**config.mk**
```make
export PLATFORM = sky130hd
export DESIGN_NAME = sctb_front
export DESIGN_NICKNAME = d
export VERILOG_FILES = /design/src/design/sctb_pkg.sv /design/src/design/sctb_front.sv
export SDC_FILE = /design/constraint.sdc
export NUM_CORES = 1
export LEC_CHECK = 0
export BUFFER_PORTS_ARGS = -buffer_cell sky130_fd_sc_hd__clkbuf_2
export CORE_MARGIN = 2
export CORE_UTILIZATION = 45
export CTS_BUF_LIST = sky130_fd_sc_hd__clkbuf_16
export CTS_CLUSTER_DIAMETER = 40
export DETAILED_ROUTE_END_ITERATION = 10
export HOLD_SLACK_MARGIN = 0.08
export PLACE_DENSITY = 0.81
export SETUP_SLACK_MARGIN = 0.02
export SYNTH_ARGS = -nofsm -noshare
export SYNTH_HDL_FRONTEND = slang
export SYNTH_SLANG_ARGS = --single-unit
export TNS_END_PERCENT = 50
```
**constraint.sdc**
```tcl
create_clock -name aclk -period 6.2 [get_ports aclk]
set_input_delay 1.24 -clock aclk [delete_from_list [all_inputs] [get_ports aclk]]
set_output_delay 1.24 -clock aclk [all_outputs]
set_load 0.02 [all_outputs]
```
**src/design/sctb_pkg.sv**
```systemverilog
`timescale 1ns / 1ps
// ----------------------------------------------------------------------------
// sctb_pkg
// Shared types, scan codes and escape sequence tables for the translator.
// ----------------------------------------------------------------------------
package sctb_pkg;

    localparam int KEYMAP_DEPTH = 1024;
    localparam int ADDR_W       = 10;
    localparam int CP_W         = 21;
    localparam int ENTRY_W      = CP_W + 1;
    localparam int QUEUE_DEPTH  = 4;
    localparam int QPTR_W       = 2;
    localparam int BUF_LEN      = 5;

    // modifier flag bits
    localparam int FL_CTRL_L  = 0;
    localparam int FL_CTRL_R  = 1;
    localparam int FL_SHIFT_L = 2;
    localparam int FL_SHIFT_R = 3;
    localparam int FL_ALTGR   = 4;
    localparam int FL_NUMLOCK = 5;
    localparam int FL_SHLOCK  = 6;
    localparam int FL_ALT     = 7;

    // set-1 scan codes
    localparam logic [7:0] SC_PREFIX       = 8'hE0;
    localparam logic [7:0] SC_CTRL_MAKE    = 8'h1D;
    localparam logic [7:0] SC_CTRL_BREAK   = 8'h9D;
    localparam logic [7:0] SC_LSHIFT_MAKE  = 8'h2A;
    localparam logic [7:0] SC_LSHIFT_BREAK = 8'hAA;
    localparam logic [7:0] SC_RSHIFT_MAKE  = 8'h36;
    localparam logic [7:0] SC_RSHIFT_BREAK = 8'hB6;
    localparam logic [7:0] SC_ALT_MAKE     = 8'h38;
    localparam logic [7:0] SC_ALT_BREAK    = 8'hB8;
    localparam logic [7:0] SC_NUMLOCK      = 8'h45;
    localparam logic [7:0] SC_CAPSLOCK     = 8'h3A;
    localparam logic [7:0] SC_PGUP         = 8'h49;
    localparam logic [7:0] SC_PGDN         = 8'h51;

    // result kinds
    localparam logic [1:0] KIND_DATA        = 2'd0;
    localparam logic [1:0] KIND_SCROLL_BACK = 2'd1;
    localparam logic [1:0] KIND_SCROLL_FWD  = 2'd2;

    localparam logic [7:0] ESC_BYTE = 8'h1B;

    // escape sequence ids
    localparam logic [4:0] ESC_INSERT = 5'd0;
    localparam logic [4:0] ESC_DELETE = 5'd1;
    localparam logic [4:0] ESC_HOME   = 5'd2;
    localparam logic [4:0] ESC_END    = 5'd3;
    localparam logic [4:0] ESC_UP     = 5'd4;
    localparam logic [4:0] ESC_DOWN   = 5'd5;
    localparam logic [4:0] ESC_LEFT   = 5'd6;
    localparam logic [4:0] ESC_RIGHT  = 5'd7;
    localparam logic [4:0] ESC_F1     = 5'd8;
    localparam logic [4:0] ESC_F2     = 5'd9;
    localparam logic [4:0] ESC_F3     = 5'd10;
    localparam logic [4:0] ESC_F4     = 5'd11;
    localparam logic [4:0] ESC_F5     = 5'd12;
    localparam logic [4:0] ESC_F6     = 5'd13;
    localparam logic [4:0] ESC_F7     = 5'd14;
    localparam logic [4:0] ESC_F8     = 5'd15;
    localparam logic [4:0] ESC_F9     = 5'd16;
    localparam logic [4:0] ESC_F10    = 5'd17;
    localparam logic [4:0] ESC_F11    = 5'd18;
    localparam logic [4:0] ESC_F12    = 5'd19;

    typedef struct packed {
        logic       hit;
        logic [4:0] id;
    } esc_hit_t;

    // chars[3] is the first byte after ESC
    typedef struct packed {
        logic [2:0]      len;
        logic [3:0][7:0] chars;
    } esc_seq_t;

    // request from front to back
    typedef struct packed {
        logic                is_write;
        logic [ADDR_W-1:0]   addr;
        logic [ENTRY_W-1:0]  wdata;
        logic [1:0]          scroll;
        logic                has_esc;
        logic [4:0]          esc_id;
        logic                lookup;
        logic                retry;
        logic                ctrl;
    } cmd_t;

    typedef struct packed {
        logic clearing;
    } back_status_t;

    function automatic esc_hit_t kp_lookup(input logic [7:0] c);
        esc_hit_t r;
        r.hit = 1'b1;
        unique case (c)
            8'h52:   r.id = ESC_INSERT;
            8'h53:   r.id = ESC_DELETE;
            8'h47:   r.id = ESC_HOME;
            8'h4F:   r.id = ESC_END;
            8'h48:   r.id = ESC_UP;
            8'h50:   r.id = ESC_DOWN;
            8'h4B:   r.id = ESC_LEFT;
            8'h4D:   r.id = ESC_RIGHT;
            default: r = '0;
        endcase
        return r;
    endfunction

    function automatic esc_hit_t fn_lookup(input logic [7:0] c);
        esc_hit_t r;
        r.hit = 1'b1;
        unique case (c)
            8'h3B:   r.id = ESC_F1;
            8'h3C:   r.id = ESC_F2;
            8'h3D:   r.id = ESC_F3;
            8'h3E:   r.id = ESC_F4;
            8'h3F:   r.id = ESC_F5;
            8'h40:   r.id = ESC_F6;
            8'h41:   r.id = ESC_F7;
            8'h42:   r.id = ESC_F8;
            8'h43:   r.id = ESC_F9;
            8'h44:   r.id = ESC_F10;
            8'h57:   r.id = ESC_F11;
            8'h58:   r.id = ESC_F12;
            default: r = '0;
        endcase
        return r;
    endfunction

    function automatic esc_seq_t esc_seq(input logic [4:0] id);
        esc_seq_t s;
        unique case (id)
            ESC_INSERT: s = '{3'd3, {"[2~", 8'h00}};
            ESC_DELETE: s = '{3'd3, {"[3~", 8'h00}};
            ESC_HOME:   s = '{3'd2, {"OH", 16'h0000}};
            ESC_END:    s = '{3'd2, {"OF", 16'h0000}};
            ESC_UP:     s = '{3'd2, {"OA", 16'h0000}};
            ESC_DOWN:   s = '{3'd2, {"OB", 16'h0000}};
            ESC_LEFT:   s = '{3'd2, {"OD", 16'h0000}};
            ESC_RIGHT:  s = '{3'd2, {"OC", 16'h0000}};
            ESC_F1:     s = '{3'd2, {"OP", 16'h0000}};
            ESC_F2:     s = '{3'd2, {"OQ", 16'h0000}};
            ESC_F3:     s = '{3'd2, {"OR", 16'h0000}};
            ESC_F4:     s = '{3'd2, {"OS", 16'h0000}};
            ESC_F5:     s = '{3'd4, "[15~"};
            ESC_F6:     s = '{3'd4, "[17~"};
            ESC_F7:     s = '{3'd4, "[18~"};
            ESC_F8:     s = '{3'd4, "[19~"};
            ESC_F9:     s = '{3'd4, "[20~"};
            ESC_F10:    s = '{3'd4, "[21~"};
            ESC_F11:    s = '{3'd4, "[23~"};
            ESC_F12:    s = '{3'd4, "[24~"};
            default:    s = '0;
        endcase
        return s;
    endfunction

endpackage

```
**src/design/sctb_front.sv**
```systemverilog
`timescale 1ns / 1ps
// ----------------------------------------------------------------------------
// sctb_front
// Accepts requests, tracks prefix and modifier flags, classifies each scan
// code and pushes a request record into the queue.
// ----------------------------------------------------------------------------
module sctb_front
    import sctb_pkg::*;
(
    input  logic               aclk,
    input  logic               aresetn,
    input  logic               s_valid,
    output logic               s_ready,
    input  logic               s_func,
    input  logic [7:0]         s_scan_code,
    input  logic [2:0]         s_entry_modifiers,
    input  logic [6:0]         s_entry_keycode,
    input  logic               s_entry_present,
    input  logic [CP_W-1:0]    s_entry_code_point,
    input  back_status_t       back_status,
    input  logic               q_full,
    output logic               q_push,
    output cmd_t               q_data
);

    logic [7:0] flags_reg, flags_next;
    logic       prefix_reg, prefix_next;
    logic       accept;
    logic       shift_held;
    logic       shift_eff;
    esc_hit_t   esc;
    cmd_t       cmd;

    assign s_ready = !q_full && !back_status.clearing;
    assign accept  = s_valid && s_ready;

    always_comb begin
        flags_next  = flags_reg;
        prefix_next = prefix_reg;
        esc         = '0;
        cmd         = '0;
        shift_held  = flags_reg[FL_SHIFT_L] | flags_reg[FL_SHIFT_R];
        shift_eff   = 1'b0;
        if (s_func) begin
            cmd.is_write = 1'b1;
            cmd.addr     = {s_entry_modifiers, s_entry_keycode};
            cmd.wdata    = s_entry_present ? {1'b1, s_entry_code_point} : '0;
        end else begin
            prefix_next = 1'b0;
            if (prefix_reg) begin
                unique case (s_scan_code)
                    SC_CTRL_MAKE:  flags_next[FL_CTRL_R] = 1'b1;
                    SC_CTRL_BREAK: flags_next[FL_CTRL_R] = 1'b0;
                    SC_ALT_MAKE:   flags_next[FL_ALTGR]  = 1'b1;
                    SC_ALT_BREAK:  flags_next[FL_ALTGR]  = 1'b0;
                    SC_PGUP:       if (shift_held) cmd.scroll = KIND_SCROLL_BACK;
                    SC_PGDN:       if (shift_held) cmd.scroll = KIND_SCROLL_FWD;
                    default:       esc = kp_lookup(s_scan_code);
                endcase
            end else begin
                unique case (s_scan_code)
                    SC_PREFIX:       prefix_next = 1'b1;
                    SC_CTRL_MAKE:    flags_next[FL_CTRL_L]  = 1'b1;
                    SC_CTRL_BREAK:   flags_next[FL_CTRL_L]  = 1'b0;
                    SC_LSHIFT_MAKE:  flags_next[FL_SHIFT_L] = 1'b1;
                    SC_LSHIFT_BREAK: flags_next[FL_SHIFT_L] = 1'b0;
                    SC_RSHIFT_MAKE:  flags_next[FL_SHIFT_R] = 1'b1;
                    SC_RSHIFT_BREAK: flags_next[FL_SHIFT_R] = 1'b0;
                    SC_ALT_MAKE:     flags_next[FL_ALT]     = 1'b1;
                    SC_ALT_BREAK:    flags_next[FL_ALT]     = 1'b0;
                    SC_NUMLOCK:      flags_next[FL_NUMLOCK] = !flags_reg[FL_NUMLOCK];
                    SC_CAPSLOCK:     flags_next[FL_SHLOCK]  = !flags_reg[FL_SHLOCK];
                    default: begin
                        esc = fn_lookup(s_scan_code);
                        // unprefixed keypad keys give sequences only with num lock off
                        if (!esc.hit && !flags_reg[FL_NUMLOCK]) begin
                            esc = kp_lookup(s_scan_code);
                        end
                    end
                endcase
            end
            shift_eff   = (flags_next[FL_SHIFT_L] | flags_next[FL_SHIFT_R])
                          ^ flags_next[FL_SHLOCK];
            cmd.addr    = {flags_next[FL_NUMLOCK], flags_next[FL_ALTGR], shift_eff,
                           s_scan_code[6:0]};
            cmd.has_esc = esc.hit;
            cmd.esc_id  = esc.id;
            cmd.lookup  = !esc.hit && !s_scan_code[7];
            cmd.retry   = flags_next[FL_NUMLOCK];
            cmd.ctrl    = (flags_next[FL_CTRL_L] | flags_next[FL_CTRL_R])
                          && !flags_next[FL_ALTGR];
        end
    end

    assign q_push = accept;
    assign q_data = cmd;

    always_ff @(posedge aclk) begin
        if (!aresetn) begin
            flags_reg  <= '0;
            prefix_reg <= 1'b0;
        end else if (accept) begin
            flags_reg  <= flags_next;
            prefix_reg <= prefix_next;
        end
    end

endmodule

```
### Word-level counts from Yosys, hierarchy flattened

Cells that the tools add are included.
Widths: inputs -> output; s select.

| storage, ports and cells | value |
|---|---|
| register bits after elaboration | 8 |
| latch bits | 0 |
| bits in writable memories | 0 |
| ROM bits | 0 |
| input bits | 46 |
| output and inout port bits | 46 |
| logic and storage cells | 98 |
| memories kept | 0 |

| cells by class | value |
|---|---|
| $add $sub $neg | 0 |
| $mul | 0 |
| divide/modulo/power cells | 0 |
| $lt $le $gt $ge | 0 |
| eq/ne operators | 33 |
| shifts and indexed selects | 0 |
| multiplexer cells | 40 |
| bitwise gates (word level) | 5 |
| reduce and logical (&&, ||, !) cells | 18 |

Operators with widths:

| kind | number |
|---|---|
| $eq 8x7->1 const B | 18 |
| $eq 8x6->1 const B | 9 |
| $pmux 5 s12 | 1 |
| $mux 22 | 2 |
| $eq 8x8->1 const B | 5 |
| $mux 6 | 5 |
| $pmux 3 s7 | 1 |
| $mux 1 | 17 |
| $mux 2 | 6 |
| $reduce_or 12->1 | 1 |
| $mux 11 | 1 |
| $reduce_or 11->1 | 1 |
| $mux 10 | 1 |
| $pmux 1 s2 | 5 |
| $eq 8x5->1 const B | 1 |
| $logic_not 1->1 | 8 |
| $reduce_or 8->1 | 1 |
| $reduce_or 6->1 | 1 |
| $logic_and 1x1->1 | 5 |
| $pmux 2 s2 | 1 |
| $or 1x1->1 | 3 |
| $reduce_and 2->1 | 1 |
| $not 1->1 | 1 |
| $xor 1x1->1 | 1 |

### Depth between registers and ports, before layout

| logic depth | value |
|---|---|
| depth in word-level cells | 15 |
| depth in mapped cells | 8 |

### Least setup slack after synthesis

No wires, ideal clock.

| timing | value |
|---|---|
| path type | input to output |
| start point | input port s_scan_code[4] |
| end point | output port q_data[42] (netlist name) |
| data arrival time | 2.939 ns |
| slack | 2.021 ns |
| stages | 5 |
| buffers on the path | 1 |
| cell sequence | clkbuf_1 > or4b_4 > or4_4 > xnor2_1 > mux2i_1 |

RTL lines:

| what | line | source |
|---|---|---|
| start, declared | sctb_front.sv:15 | `input logic [7:0] s_scan_code,` |
| end, declared | sctb_front.sv:23 | `output cmd_t q_data` |

==> results.md <==
- Pre-antenna DRT Iters: 4
- Diodes inserted: 0
- Layout cells sized above 1: 0.373
- Setup Skew: 0.00155 ns
- Area of the core region: 3100 sq um
- Min cycle time layout: 4.46 ns
- Antenna violations before repair: 0
- Number of flip-flops in the largest register: 7
- P_int: 171 uW
- Post-route cell area: 1960 sq um
- Post-Synthesis Net Count: 269
- DRT iter0 DRCs: 119
- Placed Area: 1890 sq um
- Number of gates given a new drive strength after cts: 0
- Count of warnings emitted by yosys: 0
- Area of combinational cells with multiple inputs: 1190 sq um
- Count of fill cells added during filler insertion: 305
- Area occupied by registers: 160 sq um
- Reg power frac: 0.202
- Slew at the pin with the worst max-slew slack: 0.797 ns
- NumNets Final: 340
- Wire per inst: 14.4 microns
- Global-route wire length before repair: 7620 microns
- Number of max-cap violations: 0
- WP data required: 4.96 ns
- Type of the worst min-delay path: reg -> reg
- Overall die width: 61.4 microns
- Synthesized flop and latch total: 8
- RSZ-0062 raised after global routing: no
- Commonest register cell after synthesis: sky130_fd_sc_hd__dfxtp_1
- Total Neg Setup Slack: 0 ns
- Result of the run: finished, final reports clean
- Kind of capture point of the worst setup path: output port
- Clock tree sinks: 8
- Leak Pwr: 0.952 nW
- Crit share post-route: 0.719
- Via count of the first global-routing pass: 1,608
- Mean area per synthesized cell: 6.64 sq um
- Number of buffers on the longest clock path: 2
- Number of H-tree levels: 1
- Io pins: 92
- Total half-perimeter wirelength after legalization and detailed placement: 3610 microns
- Die span in y: 61.4 microns
- Largest net degree at the start of global routing: 48
- List of most frequent post-synthesis cells: sky130_fd_sc_hd__and3_1 (22), sky130_fd_sc_hd__clkbuf_1 (22), sky130_fd_sc_hd__nand2_1 (21), sky130_fd_sc_hd__nor2_1 (19), sky130_fd_sc_hd__o21ai_0 (14)
- Number of enable flip-flop cells after synthesis: 0
- Psw: 85.3 uW
- Root buf cell: sky130_fd_sc_hd__clkbuf_16
- Biggest fanout along the worst timing path: 27
- # rows: 20
- Final-report hold violation count: 0
- CP startpoint kind: primary input
- Setup repair bufs after CTS: 0
- DR vias/cell: 5.73
- Area of the die: 3760 sq um
- Number of input and output port buffers inserted: 91
- Clock buffer count from CTS: 3
- Setup-violating endpoint count in the final report: 0
- Count of hold buffers inserted by post-cts repair: 0
- Count of different cell masters after synthesis: 55
- Total number of vias: 1,924
- Area contributors post-synth: sky130_fd_sc_hd__dfxtp_1 (11%), sky130_fd_sc_hd__and3_1 (9.3%), sky130_fd_sc_hd__mux2_2 (6.1%)
- Cell taking the most area after synthesis: sky130_fd_sc_hd__dfxtp_1
- Total congestion overflow after global routing: 0
- Number of instances in the synthesized netlist: 223
- Maximum ir drop on the vdd rail: 151 uV
- Skew-Pair Late Insertion Delay: 0.24 ns
- Sequential area share after synthesis: 0.108
- Clock power share: 0.427
- Max-Slew Margin vs Limit: 0.469
- Cell Area, Synth: 1480 sq um
- Maximum clock rate: 0.224 GHz
- Clock transition at the registers of the reported paths: 0.03 ns
- Combinational fraction of design power: 0.371
- Net switching fraction of the power: 0.332
- Area Growth Syn to Fin: 32.5%
- Count of antenna-violating nets left after detailed routing: 0
- GRT Total Usage: 0.267
- DRC violation count after routing: 0
- Fraction of registers with async set or reset after synthesis: 0
- Slew Limit Fails: 0
- Sum of routed wire length over all layers: 4830 microns
- Ratio of total power to cell area: 131 nW/um^2
- Total Power Consumption: 257 uW
- Worst path arrival time: 3.22 ns
- CTS tree: yes
- Initial core utilization: 0.477
- Setup Crit Path Kind: in -> out
- Area share of the largest cell type after synthesis: 0.108
- Routability Congestion: 0.971
final timing paths:
path	end	from	slack (ns)	cells after the start
min reg2reg	flags_reg[5]	flags_reg[5]	0.49	2
max reg2reg	flags_reg[4]	prefix_reg	4.50	5
min	flags_reg[5]	flags_reg[5]	0.49	2
max	q_data[42]	s_scan_code[4]	1.74	6
routing by layer:
layer  wire length (microns)  global-route usage
met1                    2050               0.352
met2                    2270               0.444
met3                     412              0.0420
met4                      90              0.0942
met5                       0                   0
cell usage in the layout (no fill, tap or decap), drive strengths merged, types with 5 or more instances in the layout:
master and instances:
and3 22, dfxtp 8, nor3 6, nor2 19
nor3b 5, or4 5, nand2b 6, clkbuf 94
a21oi 7, o21ai 14, nor2b 5, inv 6
nand2 21, mux2 8
logic make-up after synthesis:
group / after synthesis / synth area share
buf+inv: 31 / 0.0862
mux: 11 / 0.0812
simple gates: 118 / 0.463
xor+xnor: 6 / 0.0355
compound gates: 48 / 0.219
fa+ha+maj: 1 / 0.00676
flops: 8 / 0.108
critical path: stages:
cell and delay, ns:
sky130_fd_sc_hd__clkbuf_2 0.30, sky130_fd_sc_hd__or4b_4 0.65, sky130_fd_sc_hd__or4_4 0.51, sky130_fd_sc_hd__xnor2_1 0.22, sky130_fd_sc_hd__mux2i_1 0.11, sky130_fd_sc_hd__clkbuf_2 0.19
area by class of cell:
cell class	instances	area share
Clock buffer	3	0.0383
Inverter	6	0.0115
Multi-Input combinational cell	184	0.608
Sequential cell	8	0.0817
Tap cell	44	0.0281
Timing Repair Buffer	91	0.232
stage by stage:
stage,hold slack (ns),setup WS [ns],utilization,std cells
CTS,0.487,1.74,0.632,336
detailed placement,0.482,1.74,0.608,333
global placement,0.472,1.77,0.608,333
finish,0.491,1.74,0.632,336
global route,0.513,1.65,0.632,336
floorplan,0.457,2.02,-,223
power groups by stage:
stage / Combinational (mW) / Clock, mW / Sequential, mW
final: 0.0953 / 0.110 / 0.0518
after detailed placement: 0.0943 / 0 / 0.0526
after global routing: 0.104 / 0.114 / 0.0518
after CTS: 0.0946 / 0.112 / 0.0518
after global placement: 0.0933 / 0 / 0.0526
after floorplan: 0.0626 / 0 / 0.0526
Power figures use the tool's default switching activity.
