--- config.mk ---
export PLATFORM = sky130hd
export DESIGN_NAME = sctb_queue
export DESIGN_NICKNAME = d
export VERILOG_FILES = /design/src/design/sctb_pkg.sv /design/src/design/sctb_queue.sv
export SDC_FILE = /design/constraint.sdc
export NUM_CORES = 1
export LEC_CHECK = 0
export BUFFER_PORTS_ARGS = -buffer_cell sky130_fd_sc_hd__buf_4
export CORE_ASPECT_RATIO = 0.6
export CORE_MARGIN = 5
export CORE_UTILIZATION = 59
export CTS_CLUSTER_SIZE = 30
export DETAILED_ROUTE_END_ITERATION = 8
export PLACE_DENSITY = 0.89
export SLEW_MARGIN = 20
export SYNTH_ARGS = -nofsm -noshare
export SYNTH_HDL_FRONTEND = slang
export SYNTH_SLANG_ARGS = --single-unit
export TNS_END_PERCENT = 1
--- constraint.sdc ---
create_clock -name aclk -period 4.45 [get_ports aclk]
set_input_delay 1.335 -clock aclk [delete_from_list [all_inputs] [get_ports aclk]]
set_output_delay 1.335 -clock aclk [all_outputs]
set_load 0.02 [all_outputs]
--- src/design/sctb_pkg.sv ---
`timescale 1ns / 1ps
// ----------------------------------------------------------------------------
// sctb_pkg
// Shared types, scan codes and escape sequence tables for the translator.
// ----------------------------------------------------------------------------
package sctb_pkg;

    localparam int KEYMAP_DEPTH = 1024;
    localparam int ADDR_W       = 10;
    localparam int CP_W         = 21;
    localparam int ENTRY_W      = CP_W + 1;
    localparam int QUEUE_DEPTH  = 4;
    localparam int QPTR_W       = 2;
    localparam int BUF_LEN      = 5;

    // modifier flag bits
    localparam int FL_CTRL_L  = 0;
    localparam int FL_CTRL_R  = 1;
    localparam int FL_SHIFT_L = 2;
    localparam int FL_SHIFT_R = 3;
    localparam int FL_ALTGR   = 4;
    localparam int FL_NUMLOCK = 5;
    localparam int FL_SHLOCK  = 6;
    localparam int FL_ALT     = 7;

    // set-1 scan codes
    localparam logic [7:0] SC_PREFIX       = 8'hE0;
    localparam logic [7:0] SC_CTRL_MAKE    = 8'h1D;
    localparam logic [7:0] SC_CTRL_BREAK   = 8'h9D;
    localparam logic [7:0] SC_LSHIFT_MAKE  = 8'h2A;
    localparam logic [7:0] SC_LSHIFT_BREAK = 8'hAA;
    localparam logic [7:0] SC_RSHIFT_MAKE  = 8'h36;
    localparam logic [7:0] SC_RSHIFT_BREAK = 8'hB6;
    localparam logic [7:0] SC_ALT_MAKE     = 8'h38;
    localparam logic [7:0] SC_ALT_BREAK    = 8'hB8;
    localparam logic [7:0] SC_NUMLOCK      = 8'h45;
    localparam logic [7:0] SC_CAPSLOCK     = 8'h3A;
    localparam logic [7:0] SC_PGUP         = 8'h49;
    localparam logic [7:0] SC_PGDN         = 8'h51;

    // result kinds
    localparam logic [1:0] KIND_DATA        = 2'd0;
    localparam logic [1:0] KIND_SCROLL_BACK = 2'd1;
    localparam logic [1:0] KIND_SCROLL_FWD  = 2'd2;

    localparam logic [7:0] ESC_BYTE = 8'h1B;

    // escape sequence ids
    localparam logic [4:0] ESC_INSERT = 5'd0;
    localparam logic [4:0] ESC_DELETE = 5'd1;
    localparam logic [4:0] ESC_HOME   = 5'd2;
    localparam logic [4:0] ESC_END    = 5'd3;
    localparam logic [4:0] ESC_UP     = 5'd4;
    localparam logic [4:0] ESC_DOWN   = 5'd5;
    localparam logic [4:0] ESC_LEFT   = 5'd6;
    localparam logic [4:0] ESC_RIGHT  = 5'd7;
    localparam logic [4:0] ESC_F1     = 5'd8;
    localparam logic [4:0] ESC_F2     = 5'd9;
    localparam logic [4:0] ESC_F3     = 5'd10;
    localparam logic [4:0] ESC_F4     = 5'd11;
    localparam logic [4:0] ESC_F5     = 5'd12;
    localparam logic [4:0] ESC_F6     = 5'd13;
    localparam logic [4:0] ESC_F7     = 5'd14;
    localparam logic [4:0] ESC_F8     = 5'd15;
    localparam logic [4:0] ESC_F9     = 5'd16;
    localparam logic [4:0] ESC_F10    = 5'd17;
    localparam logic [4:0] ESC_F11    = 5'd18;
    localparam logic [4:0] ESC_F12    = 5'd19;

    typedef struct packed {
        logic       hit;
        logic [4:0] id;
    } esc_hit_t;

    // chars[3] is the first byte after ESC
    typedef struct packed {
        logic [2:0]      len;
        logic [3:0][7:0] chars;
    } esc_seq_t;

    // request from front to back
    typedef struct packed {
        logic                is_write;
        logic [ADDR_W-1:0]   addr;
        logic [ENTRY_W-1:0]  wdata;
        logic [1:0]          scroll;
        logic                has_esc;
        logic [4:0]          esc_id;
        logic                lookup;
        logic                retry;
        logic                ctrl;
    } cmd_t;

    typedef struct packed {
        logic clearing;
    } back_status_t;

    function automatic esc_hit_t kp_lookup(input logic [7:0] c);
        esc_hit_t r;
        r.hit = 1'b1;
        unique case (c)
            8'h52:   r.id = ESC_INSERT;
            8'h53:   r.id = ESC_DELETE;
            8'h47:   r.id = ESC_HOME;
            8'h4F:   r.id = ESC_END;
            8'h48:   r.id = ESC_UP;
            8'h50:   r.id = ESC_DOWN;
            8'h4B:   r.id = ESC_LEFT;
            8'h4D:   r.id = ESC_RIGHT;
            default: r = '0;
        endcase
        return r;
    endfunction

    function automatic esc_hit_t fn_lookup(input logic [7:0] c);
        esc_hit_t r;
        r.hit = 1'b1;
        unique case (c)
            8'h3B:   r.id = ESC_F1;
            8'h3C:   r.id = ESC_F2;
            8'h3D:   r.id = ESC_F3;
            8'h3E:   r.id = ESC_F4;
            8'h3F:   r.id = ESC_F5;
            8'h40:   r.id = ESC_F6;
            8'h41:   r.id = ESC_F7;
            8'h42:   r.id = ESC_F8;
            8'h43:   r.id = ESC_F9;
            8'h44:   r.id = ESC_F10;
            8'h57:   r.id = ESC_F11;
            8'h58:   r.id = ESC_F12;
            default: r = '0;
        endcase
        return r;
    endfunction

    function automatic esc_seq_t esc_seq(input logic [4:0] id);
        esc_seq_t s;
        unique case (id)
            ESC_INSERT: s = '{3'd3, {"[2~", 8'h00}};
            ESC_DELETE: s = '{3'd3, {"[3~", 8'h00}};
            ESC_HOME:   s = '{3'd2, {"OH", 16'h0000}};
            ESC_END:    s = '{3'd2, {"OF", 16'h0000}};
            ESC_UP:     s = '{3'd2, {"OA", 16'h0000}};
            ESC_DOWN:   s = '{3'd2, {"OB", 16'h0000}};
            ESC_LEFT:   s = '{3'd2, {"OD", 16'h0000}};
            ESC_RIGHT:  s = '{3'd2, {"OC", 16'h0000}};
            ESC_F1:     s = '{3'd2, {"OP", 16'h0000}};
            ESC_F2:     s = '{3'd2, {"OQ", 16'h0000}};
            ESC_F3:     s = '{3'd2, {"OR", 16'h0000}};
            ESC_F4:     s = '{3'd2, {"OS", 16'h0000}};
            ESC_F5:     s = '{3'd4, "[15~"};
            ESC_F6:     s = '{3'd4, "[17~"};
            ESC_F7:     s = '{3'd4, "[18~"};
            ESC_F8:     s = '{3'd4, "[19~"};
            ESC_F9:     s = '{3'd4, "[20~"};
            ESC_F10:    s = '{3'd4, "[21~"};
            ESC_F11:    s = '{3'd4, "[23~"};
            ESC_F12:    s = '{3'd4, "[24~"};
            default:    s = '0;
        endcase
        return s;
    endfunction

endpackage

--- src/design/sctb_queue.sv ---
`timescale 1ns / 1ps
// ----------------------------------------------------------------------------
// sctb_queue
// Small request queue that decouples the front from the back.
// ----------------------------------------------------------------------------
module sctb_queue
    import sctb_pkg::*;
(
    input  logic aclk,
    input  logic aresetn,
    input  logic push,
    input  cmd_t push_data,
    output logic full,
    input  logic pop,
    output cmd_t pop_data,
    output logic empty
);

    cmd_t              entries_reg [QUEUE_DEPTH];
    logic [QPTR_W-1:0] wr_ptr_reg, rd_ptr_reg;
    logic [QPTR_W:0]   count_reg;

    assign full     = (count_reg == (QPTR_W+1)'(QUEUE_DEPTH));
    assign empty    = (count_reg == '0);
    assign pop_data = entries_reg[rd_ptr_reg];

    always_ff @(posedge aclk) begin
        if (push && !full) begin
            entries_reg[wr_ptr_reg] <= push_data;
        end
    end

    always_ff @(posedge aclk) begin
        if (!aresetn) begin
            wr_ptr_reg <= '0;
            rd_ptr_reg <= '0;
            count_reg  <= '0;
        end else begin
            if (push && !full) begin
                wr_ptr_reg <= wr_ptr_reg + 1'b1;
            end
            if (pop && !empty) begin
                rd_ptr_reg <= rd_ptr_reg + 1'b1;
            end
            unique case ({push && !full, pop && !empty})
                2'b10:   count_reg <= count_reg + 1'b1;
                2'b01:   count_reg <= count_reg - 1'b1;
                default: count_reg <= count_reg;
            endcase
        end
    end

endmodule

Word-level counts from Yosys, hierarchy flattened
Memories as Yosys holds them, arrays and structs flattened. A register that Yosys moved wholly into a read port is not among the register bits. Cells that the tools add are included.

RAM bits: 176. Output and inout port bits: 46. Memories kept: 1. Logic and storage cells: 22. Bits in registers: 7. Input port bits: 48.

$add $sub $neg: 4. Muxes and demuxes: 5. Reduce and logical (&&, ||, !) cells: 6. Equal/unequal tests: 3.

Memories: entries_reg (words 4, width 44, rd ports 1, clocked after memory_dff 1, wr ports 1, line sctb_queue.sv:19) `cmd_t entries_reg [QUEUE_DEPTH];`.

Operators by type and width (count): case mux 3 bit (2 select lines) (1); adder 2 x 1 -> 2 bit (second input constant) (2); 2-to-1 mux 2 bit (2); adder 3 x 1 -> 3 bit (second input constant) (1); == test 3 bit (second input constant) (1); logical NOT 3 bit (1); subtractor 3 x 1 -> 3 bit (second input constant) (1); == test 2 x 1 -> 1 bit (second input constant) (1); == test 2 bit (second input constant) (1); logical AND 1 bit (2); logical NOT 1 bit (2); 2-to-1 mux 1 bit (2); nonzero test 2 bit (1).

Depth between registers and ports, before layout
Gate-level depths: netlist of run 1.

Depth after elaboration: 5. Depth in mapped cells: 10. Mapped depth without buffers: 9.

Worst setup path after synthesis of run 1
Ideal clock, no wire load.

Path kind: input -> register. Start: input push. End: memory entries_reg[0][0] (netlist name), enable pin. Data required time: 4.044 ns. Library setup time: 0.406 ns. Arrival time: 2.689 ns. Stages on the path: 3. Buffers on the path: 1. Path slack: 1.355 ns. Cell sequence: nor2b_1 > buf_2 > and2_1.

Word-level cells in the longest chain between the ends: 3.

Ends and longest elaborated chain: from (decl) (line sctb_queue.sv:11) `input logic push,`; logical AND 1 bit (line sctb_queue.sv:28) `if (push && !full) begin`; 2-to-1 mux 1 bit (line sctb_queue.sv:28); 2-to-1 mux 1 bit (implied by the code) (line sctb_queue.sv:29) `entries_reg[wr_ptr_reg] <= push_data;`; to (decl) (line sctb_queue.sv:19).

No other way between the ends.

==> results_dict.tcl, run 1 <==
set metrics [dict create \
    outcome "complete, no violations" \
    clkSinkCount 185 \
    drv_cap 0 \
    yosys.area.top_type_share 0.767 \
    relSlewSlack 0.405 \
    portBuffers 93 \
    grt_use_total 0.203 \
    num_io_pins 94 \
    fillCellCount 621 \
    hold_class "flip-flop to flip-flop" \
    cp-end-kind "output port" \
    seq_area_um2 5470 \
    synth_cell_types 24 \
    hpwl_mm 8.26 \
    ys_ff_latch 185 \
    synth_ff_type "edfxtp_1" \
    fin_util 0.736 \
    cts-buffers-inserted 17 \
    rows 30 \
    h-tree-depth 4 \
    report.power.total_uw 5010 \
    finalMaxSlewViolations 0 \
    cts-root-buf "clkbuf_16" \
    switching_share 0.270 \
    crit_chain "mux4_2, buf_4" \
    start_kind "flip-flop" \
    clk_pin_slew_worst_paths_ps 70 \
    clock_latency_ps 420 \
    antenna_found_initial 0 \
    final_nets 446 \
    critPathMaxStageDelay_ps 930 \
    grt_max_degree 45 \
    viasPerCell 5.68 \
    critPathSlowestCell "dfxtp_4" \
    synth_fp_nets 338 \
    rsz0062_at_grt "no" \
    die_w_um 149 \
    pwr-share-clk 0.319 \
    die_area_um2 14000 \
    grt_overflow_total 0 \
    max_freq_mhz 282 \
    ir_worst_vdd_v 0.000406 \
    hold_viol_final 0 \
    first_pass_iters 4 \
    crit_required_ps 3120 \
    synth-edff-count 176 \
    ant_nets 0 \
    p_leak_uw 0.00285 \
    setup_violations 0 \
    p_int_uw 3660 \
    comb_power_share 0.229 \
    tritoncts "yes" \
    drive_gt1_frac 0.457 \
    crit_buf_inv 1 \
    wl_mm 13.3 \
    path_delay_family "flip-flops" \
    clock_skew_ps 9.28 \
    ys_seq_area_frac 0.794 \
    drc_errors 0 \
    powerDensity_nw_per_um2 599 \
    synthCells 284 \
    syn_area_um2 6890 \
    async_flop_share 0 \
    area_growth_pct 21.5 \
    core_area_um2 11400 \
    p_switching_uw 1350 \
    start_util 0.606 \
    ys_warn_count 0 \
    ctsResizeCount 0 \
    worstSetupPathType "flip-flop to output port" \
    antenna_cells 0 \
    mostFrequentLayoutCells "edfxtp_1 (176), buf_4 (101), mux4_2 (44)" \
    critPathArrivalTime_ps 2210 \
    grt_pass1_vias 3452 \
    cts_hold_buf 0 \
    path_max_fanout 44 \
    gp_congestion 0.713 \
    fin_setup_tns_ps 0 \
    post_cts_buffers 0 \
    fin_crit_ps 3550 \
    drt-initial-drc-count 203 \
    clockBufferDepth 2 \
    post_drt_wl_per_cell_um 23.6 \
    fp.dieH_um 93.7 \
    tightest_slew_ps 893 \
    num_vias 3208 \
    power_frac_seq 0.452 \
    syn_area_per_cell_um2 24.2 \
    grt_pass1_wl_mm 20.1 \
    largest_reg_flops 176 \
    synth.area.top_cells "edfxtp_1 (77%), mux4_2 (14%), dfxtp_1 (2.6%), buf_12 (1.2%), ha_1 (0.91%)" \
    post-route-period-util 0.797 \
    final_common_cell "edfxtp_1" \
    multi_input_area_um2 1280 \
    synth.largest_area_cell "edfxtp_1" \
]
-- synth_stat cells, types with 2 or more instances --
library cell,number
mux4_2,44
nor2b_1,2
and2_1,6
edfxtp_1,176
mux2i_1,2
buf_2,5
inv_1,5
ha_1,5
dfxtp_1,9
nand2_1,7
buf_12,4
o21ai_0,5
a21boi_1,2
or3_1,2
-- final timing paths --
path	startpoint	end	slack [ps]	cells after the start
worst max-delay path	flip-flop	pop_data[3]	900	2
worst max register to register	count_reg[2]	entries_reg[3][9]	2120	4
worst min-delay path	wr_ptr_reg[0]	wr_ptr_reg[0]	520	2
worst min register to register	wr_ptr_reg[0]	wr_ptr_reg[0]	520	2
-- layer usage --
layer | vias up | track usage | wire [um]
li1 | 1399 | - | -
met1 | 1659 | 0.287 | 5660
met2 | 139 | 0.316 | 6490
met3 | 11 | 0.0545 | 1010
met4 | 0 | 0.0640 | 151
met5 | - | 0 | 0
-- worst reg2reg max path: stages, from the launching register on --
cell and delay (ps):
dfxtp_1 340, nor3b_2 170, nor2b_1 410, and2_2 640
buf_4 430
-- area by class of cell --
class | instances | share of cell area
sequential | 185 | 0.654
multi-input combinational | 81 | 0.153
timing repair buffer | 101 | 0.0906
clock buffer | 21 | 0.0562
tap | 160 | 0.0239
clock inverter | 11 | 0.0200
inverter | 6 | 0.00269
-- metrics by stage --
stage / hold WS, ps / instance area (um^2) / std cells / worst slack (ps)
2_1_floorplan: 456 / 6890 / 284 / 1360
3_3_place_gp: 462 / 7730 / 533 / 1240
3_5_place_dp: 484 / 7730 / 533 / 1210
4_1_cts: 520 / 8370 / 565 / 815
5_1_grt: 544 / 8370 / 565 / 710
6_report: 520 / 8370 / 565 / 905
-- logic make-up (layout without fill, tap and decap cells) --
family          count (synthesis)  in the layout  synth area share
buf+inv                        18            139            0.0214
simple gates                   20             20            0.0178
flops                         185            185             0.794
compound gates                  7              7           0.00581
xor+xnor                        2              2           0.00254
mux                            46             46             0.147
fa+ha+maj                       6              6            0.0120
-- power groups by stage --
stage	Clock [uW]	Combinational [uW]	Sequential, uW
after floorplan	0	863	2180
after global placement	0	1130	2290
after detailed placement	0	1150	2310
after CTS	1620	1160	2270
after global routing	1710	1220	2300
final	1600	1150	2260
No activity file was read; power rests on OpenSTA's default activity.
==> run 2, diff against run 1 <==
Settings changed: CORE_UTILIZATION 59 to 51, PLACE_DENSITY 0.89 to 0.82.
Clock period 4.45 ns to 2.94 ns, I/O delays scaled along.
==> run 2 against run 1 <==
  * Sequential cell count did not move
  * Via count down 2.9%
  * Wire length fell by 7.6%
  * Utilization down 8.9 points
  * Sequential power grew 46%
  * Sequential share of layout area decreased by 0.34 points
  * First-iteration DRC count fell by 14%
  * Critical path type unchanged
  * Global-route usage decreased by 3.8 points
  * Final cell count rose by 2.1%
  * Count of clock-buffer cells in the layout down 3
==> results_dict.tcl, run 2 (synthesis gave the netlist of run 1 again) <==
set metrics [dict create \
    outcome "complete, no violations" \
    start_kind "flip-flop" \
    hold_viol_final 0 \
    grt_pass1_wl_mm 19.6 \
    core_area_um2 13000 \
    cts-buffers-inserted 17 \
    crit_path_end "pop_data[43]" \
    r2r_cells 9 \
    die_area_um2 16000 \
    drive_gt1_frac 0.459 \
    hold_class "flip-flop to flip-flop" \
    grt_use_total 0.165 \
    crit_required_ps 2060 \
    num_vias 3115 \
    drc_errors 0 \
    post_drt_wl_per_cell_um 21.3 \
    critPathSlowestCell "mux4_2" \
    viasPerCell 5.40 \
    fin_crit_ps 2810 \
    drv_cap 0 \
    gp_congestion 0.710 \
    max_freq_mhz 356 \
    num_io_pins 94 \
    tightest_slew_ps 506 \
    worstSetupPathType "flip-flop to output port" \
    critPathMaxStageDelay_ps 560 \
    place_area_um2 7850 \
    rsz0062_at_grt "no" \
    ant_nets 0 \
    r2r_slack_ps 800 \
    die_w_um 160 \
    fin_setup_tns_ps 0 \
    p_leak_uw 0.00284 \
    post_cts_buffers 0 \
    rows 32 \
    first_pass_iters 4 \
    finalMaxSlewViolations 0 \
    h-tree-depth 4 \
    cts-root-buf "clkbuf_16" \
    hold_slack_ps 478 \
    final_nets 448 \
    clock_skew_ps 10.6 \
    area_growth_pct 22.1 \
    tritoncts "yes" \
    portBuffers 93 \
    mostFrequentLayoutCells "edfxtp_1 (176), buf_4 (96), mux4_2 (44)" \
    antenna_cells 0 \
    start_util 0.529 \
    clockBufferDepth 2 \
    final_common_cell "edfxtp_1" \
    hpwl_mm 7.57 \
    clock_latency_ps 420 \
    relSlewSlack 0.662 \
    crit_chain "buf_12, mux4_2, buf_4" \
    reg2reg_from "count_reg[2]" \
    critPathArrivalTime_ps 1930 \
    place_ws_ps 375 \
    wl_mm 12.3 \
    ctsResizeCount 0 \
    powerDensity_nw_per_um2 873 \
    cts_hold_buf 0 \
    grt_overflow_total 0 \
    drt-initial-drc-count 175 \
    grt_max_degree 45 \
    largest_reg_flops 176 \
    antenna_found_initial 0 \
    fp.dieH_um 100 \
    ir_worst_vdd_v 0.000354 \
    grt_pass1_vias 3447 \
    path_max_fanout 15 \
    clk_pin_slew_worst_paths_ps 70 \
    clkSinkCount 185 \
    stdcell_area_um2 8410 \
    setup_violations 0 \
    post-route-period-util 0.955 \
    r2r-end "count_reg[2]" \
    timing.final.ws_setup_ps 132 \
    cp-end-kind "output port" \
]
[run 2: metrics by stage]
step | power, uW | cells | utilization
finish | 7350 | 577 | 0.646
global route | 7690 | 577 | 0.646
CTS | 7450 | 577 | 0.646
detailed placement | 5310 | 545 | 0.603
global placement | 5250 | 545 | 0.603
floorplan | 4600 | 284 | -
[run 2: layout make-up]
type,instances,area [um^2]
Sequential cell,185,5470
Fill cell,852,4600
Multi-Input combinational cell,81,1280
Timing Repair Buffer,103,861
Clock buffer,18,429
Tap cell,170,213
Clock inverter,14,138
Inverter,6,22.5
[run 2: power by group]
part	internal [uW]	switching [uW]
combinational	937	974
clock	1120	1010
sequential	3180	124
total	5230	2110
[run 2: how the worst min path moves through the flow]
stage                        from            end  depth (start not counted)  slack [ps]
global placement    rd_ptr_reg[1]      flip-flop                          2         460
CTS                 rd_ptr_reg[0]      flip-flop                          2         480
floorplan           rd_ptr_reg[1]      flip-flop                          2         460
detailed placement  rd_ptr_reg[0]      flip-flop                          2         480
global route        wr_ptr_reg[0]  wr_ptr_reg[0]                          2         530
finish              rd_ptr_reg[0]      flip-flop                          2         480
[run 2: metal layers]
layer  part of all wire  GRT usage  up-vias
met1               0.44      0.215     1606
met4             0.0040     0.0463        0
li1                   -          -     1404
met5                  0          0        -
met2               0.48      0.263      101
met3              0.076     0.0648        4
[run 2: critical path, delay by kind of cell (launching register included)]
family	cells	cell delay, ps
muxes	1	560
DFF	1	530
buffers and inverters	2	400
==> run 3, diff against run 2 <==
Settings changed: ABC_AREA set to 1.
==> run 3 against run 2 <==
  * Synthesized cell count increased by 74%
  * Setup slack improved by 24 ps
  * Sequential share of layout area decreased by 1.3 points
  * Area after synthesis increased by 3.0%
  * Via count increased by 37%
  * Count of clock-buffer cells in the layout unchanged
  * Sequential power decreased by 3%
  * Final cell count increased by 36%
  * Largest cell class unchanged
  * Highest routed layer unchanged
==> results_dict.tcl, run 3 <==
set metrics [dict create \
    outcome "complete, no violations" \
    post-synth-top-count-cell "edfxtp_1" \
    crit_required_ps 2060 \
    largest_reg_flops 176 \
    grt_pass1_vias 4223 \
    ys_ff_latch 185 \
    clkSinkCount 185 \
    r2r_slack_ps 890 \
    reg2reg_from "count_reg[1]" \
    critPathMaxStageDelay_ps 420 \
    tightest_slew_ps 572 \
    hold_class "flip-flop to flip-flop" \
    drt-initial-drc-count 286 \
    start_util 0.521 \
    max_freq_mhz 359 \
    syn_area_per_cell_um2 14.3 \
    synth_top_cells_by_count "edfxtp_1 (176), nor2_1 (88), o21ai_0 (83), o22ai_1 (34)" \
    critPathSlowestCell "inv_2" \
    die_w_um 162 \
    drive_gt1_frac 0.273 \
    cts_hold_buf 0 \
    synth_ff_type "edfxtp_1" \
    final_nets 648 \
    post-route-period-util 0.947 \
    start_kind "flip-flop" \
    yosys.area.top_type_share 0.745 \
    relSlewSlack 0.618 \
    crit_chain "inv_2, buf_4, o21ai_0, o22ai_2, buf_4" \
    place_area_um2 8010 \
    wl_mm 14.5 \
    final_common_cell "edfxtp_1" \
    portBuffers 93 \
    critPathMostFrequentCell "buf_4" \
    fp.dieH_um 101 \
    synth.area.top_cells "edfxtp_1 (74%), o21ai_0 (5.9%), nor2_1 (4.7%), o22ai_1 (3.0%), dfxtp_1 (2.5%)" \
    stdcell_area_um2 8580 \
    fin_crit_ps 2780 \
    path_max_fanout 29 \
    synth.largest_area_cell "edfxtp_1" \
    hp-start "wr_ptr_reg[1]" \
    rows 33 \
    synthCells 495 \
    setup_violations 0 \
    cts-root-buf "clkbuf_16" \
    rsz0062_at_grt "no" \
    first_pass_iters 5 \
    die_area_um2 16400 \
    viasPerCell 5.46 \
    p_leak_uw 0.00305 \
    mostFrequentLayoutCells "edfxtp_1 (176), buf_4 (103), nor2_1 (84)" \
    worstSetupPathType "flip-flop to output port" \
    num_io_pins 94 \
    fin_setup_tns_ps 0 \
    clock_latency_ps 420 \
    ant_nets 0 \
    clock_skew_ps 12.2 \
    async_flop_share 0 \
    post_drt_wl_per_cell_um 18.6 \
    clk_pin_slew_worst_paths_ps 70 \
    area_growth_pct 21.0 \
    core_area_um2 13600 \
    hold_slack_ps 531 \
    grt_max_degree 63 \
    grt_pass1_wl_mm 22.5 \
    hpwl_mm 9.13 \
    grt_use_total 0.180 \
    cts-buffers-inserted 17 \
    num_vias 4271 \
    ir_worst_vdd_v 0.000470 \
    drv_cap 0 \
    tritoncts "yes" \
    fillCellCount 1006 \
    path_delay_family "buffers and inverters" \
    h-tree-depth 4 \
    synth_fp_nets 549 \
    ys_seq_area_frac 0.770 \
    ys_warn_count 0 \
    finalMaxSlewViolations 0 \
    synth-edff-count 176 \
    cp-end-kind "output port" \
    powerDensity_nw_per_um2 870 \
    drc_errors 0 \
    critPathArrivalTime_ps 1900 \
    crit_buf_inv 3 \
    grt_overflow_total 0 \
    antenna_cells 0 \
    clockBufferDepth 2 \
    hold_viol_final 0 \
    syn_area_um2 7090 \
    antenna_found_initial 0 \
    synth_cell_types 22 \
    gp_congestion 0.737 \
]
-- run 3: changes by cell type in the layout (fill, tap and decap cells not counted), sizes merged, moves of 8 or more --
cell / change
o22ai: +44
nand2: +8
nor2: +98
inv: +14
o21ai: +85
mux4: -44
-- run 3: cell type report --
type	count	area (um^2)	share of cell area
clock buffer	18	429	0.0500
tap	175	219	0.0255
clock inverter	14	139	0.0162
inverter	20	80.1	0.00933
multi-input combinational	263	1400	0.163
sequential	185	5470	0.637
timing repair buffer	107	845	0.0984
-- run 3: cell families after synthesis --
family | synth area share
compound gates | 0.115
fa+ha+maj | 0.0116
buf+inv | 0.0362
flops | 0.770
simple gates | 0.0672
-- run 3: metal layers --
layer  GRT usage  part of all wire
met3      0.0549             0.076
met1       0.239              0.43
met4      0.0448            0.0076
met2       0.297              0.48
met5           0                 0
-- run 3: path summary, 6_finish.rpt --
| check | end | depth (start not counted) |
|---|---|---|
| max | pop_data[7] | 5 |
| min | wr_ptr_reg[1] | 2 |
| min reg2reg | wr_ptr_reg[1] | 2 |
| max reg2reg | count_reg[2] | 12 |
-- run 3: worst reg2reg max path, cell delays in order (launching register included) --
cell	delay, ps
dfxtp_1	330
nor2_1	150
nand2_1	160
nand2_2	260
ha_1	220
inv_1	70
fa_1	400
inv_1	80
nand2_1	50
nand3_1	80
nand2_1	60
nand2_1	50
nor2_1	30
-- run 3: stage by stage --
step	std cells	utilization	total power [uW]	worst slack, ps
after floorplan	495	-	4570	-336
after global placement	750	0.588	5310	597
after detailed placement	750	0.588	5390	523
after CTS	782	0.630	7530	59.7
after global routing	782	0.630	7820	31.2
final	782	0.630	7470	157
-- run 3: where the power goes --
| group | internal, uW | total [uW] | switching, uW |
|---|---|---|---|
| logic | 761 | 2130 | 1360 |
| clock network | 1120 | 2140 | 1020 |
| registers | 3130 | 3200 | 68.8 |
-- run 3: timing repair --
item                       4_1_cts  5_1_grt
buffers inserted                 0        0
resized for setup                0        1
setup endpoints to repair        0       13
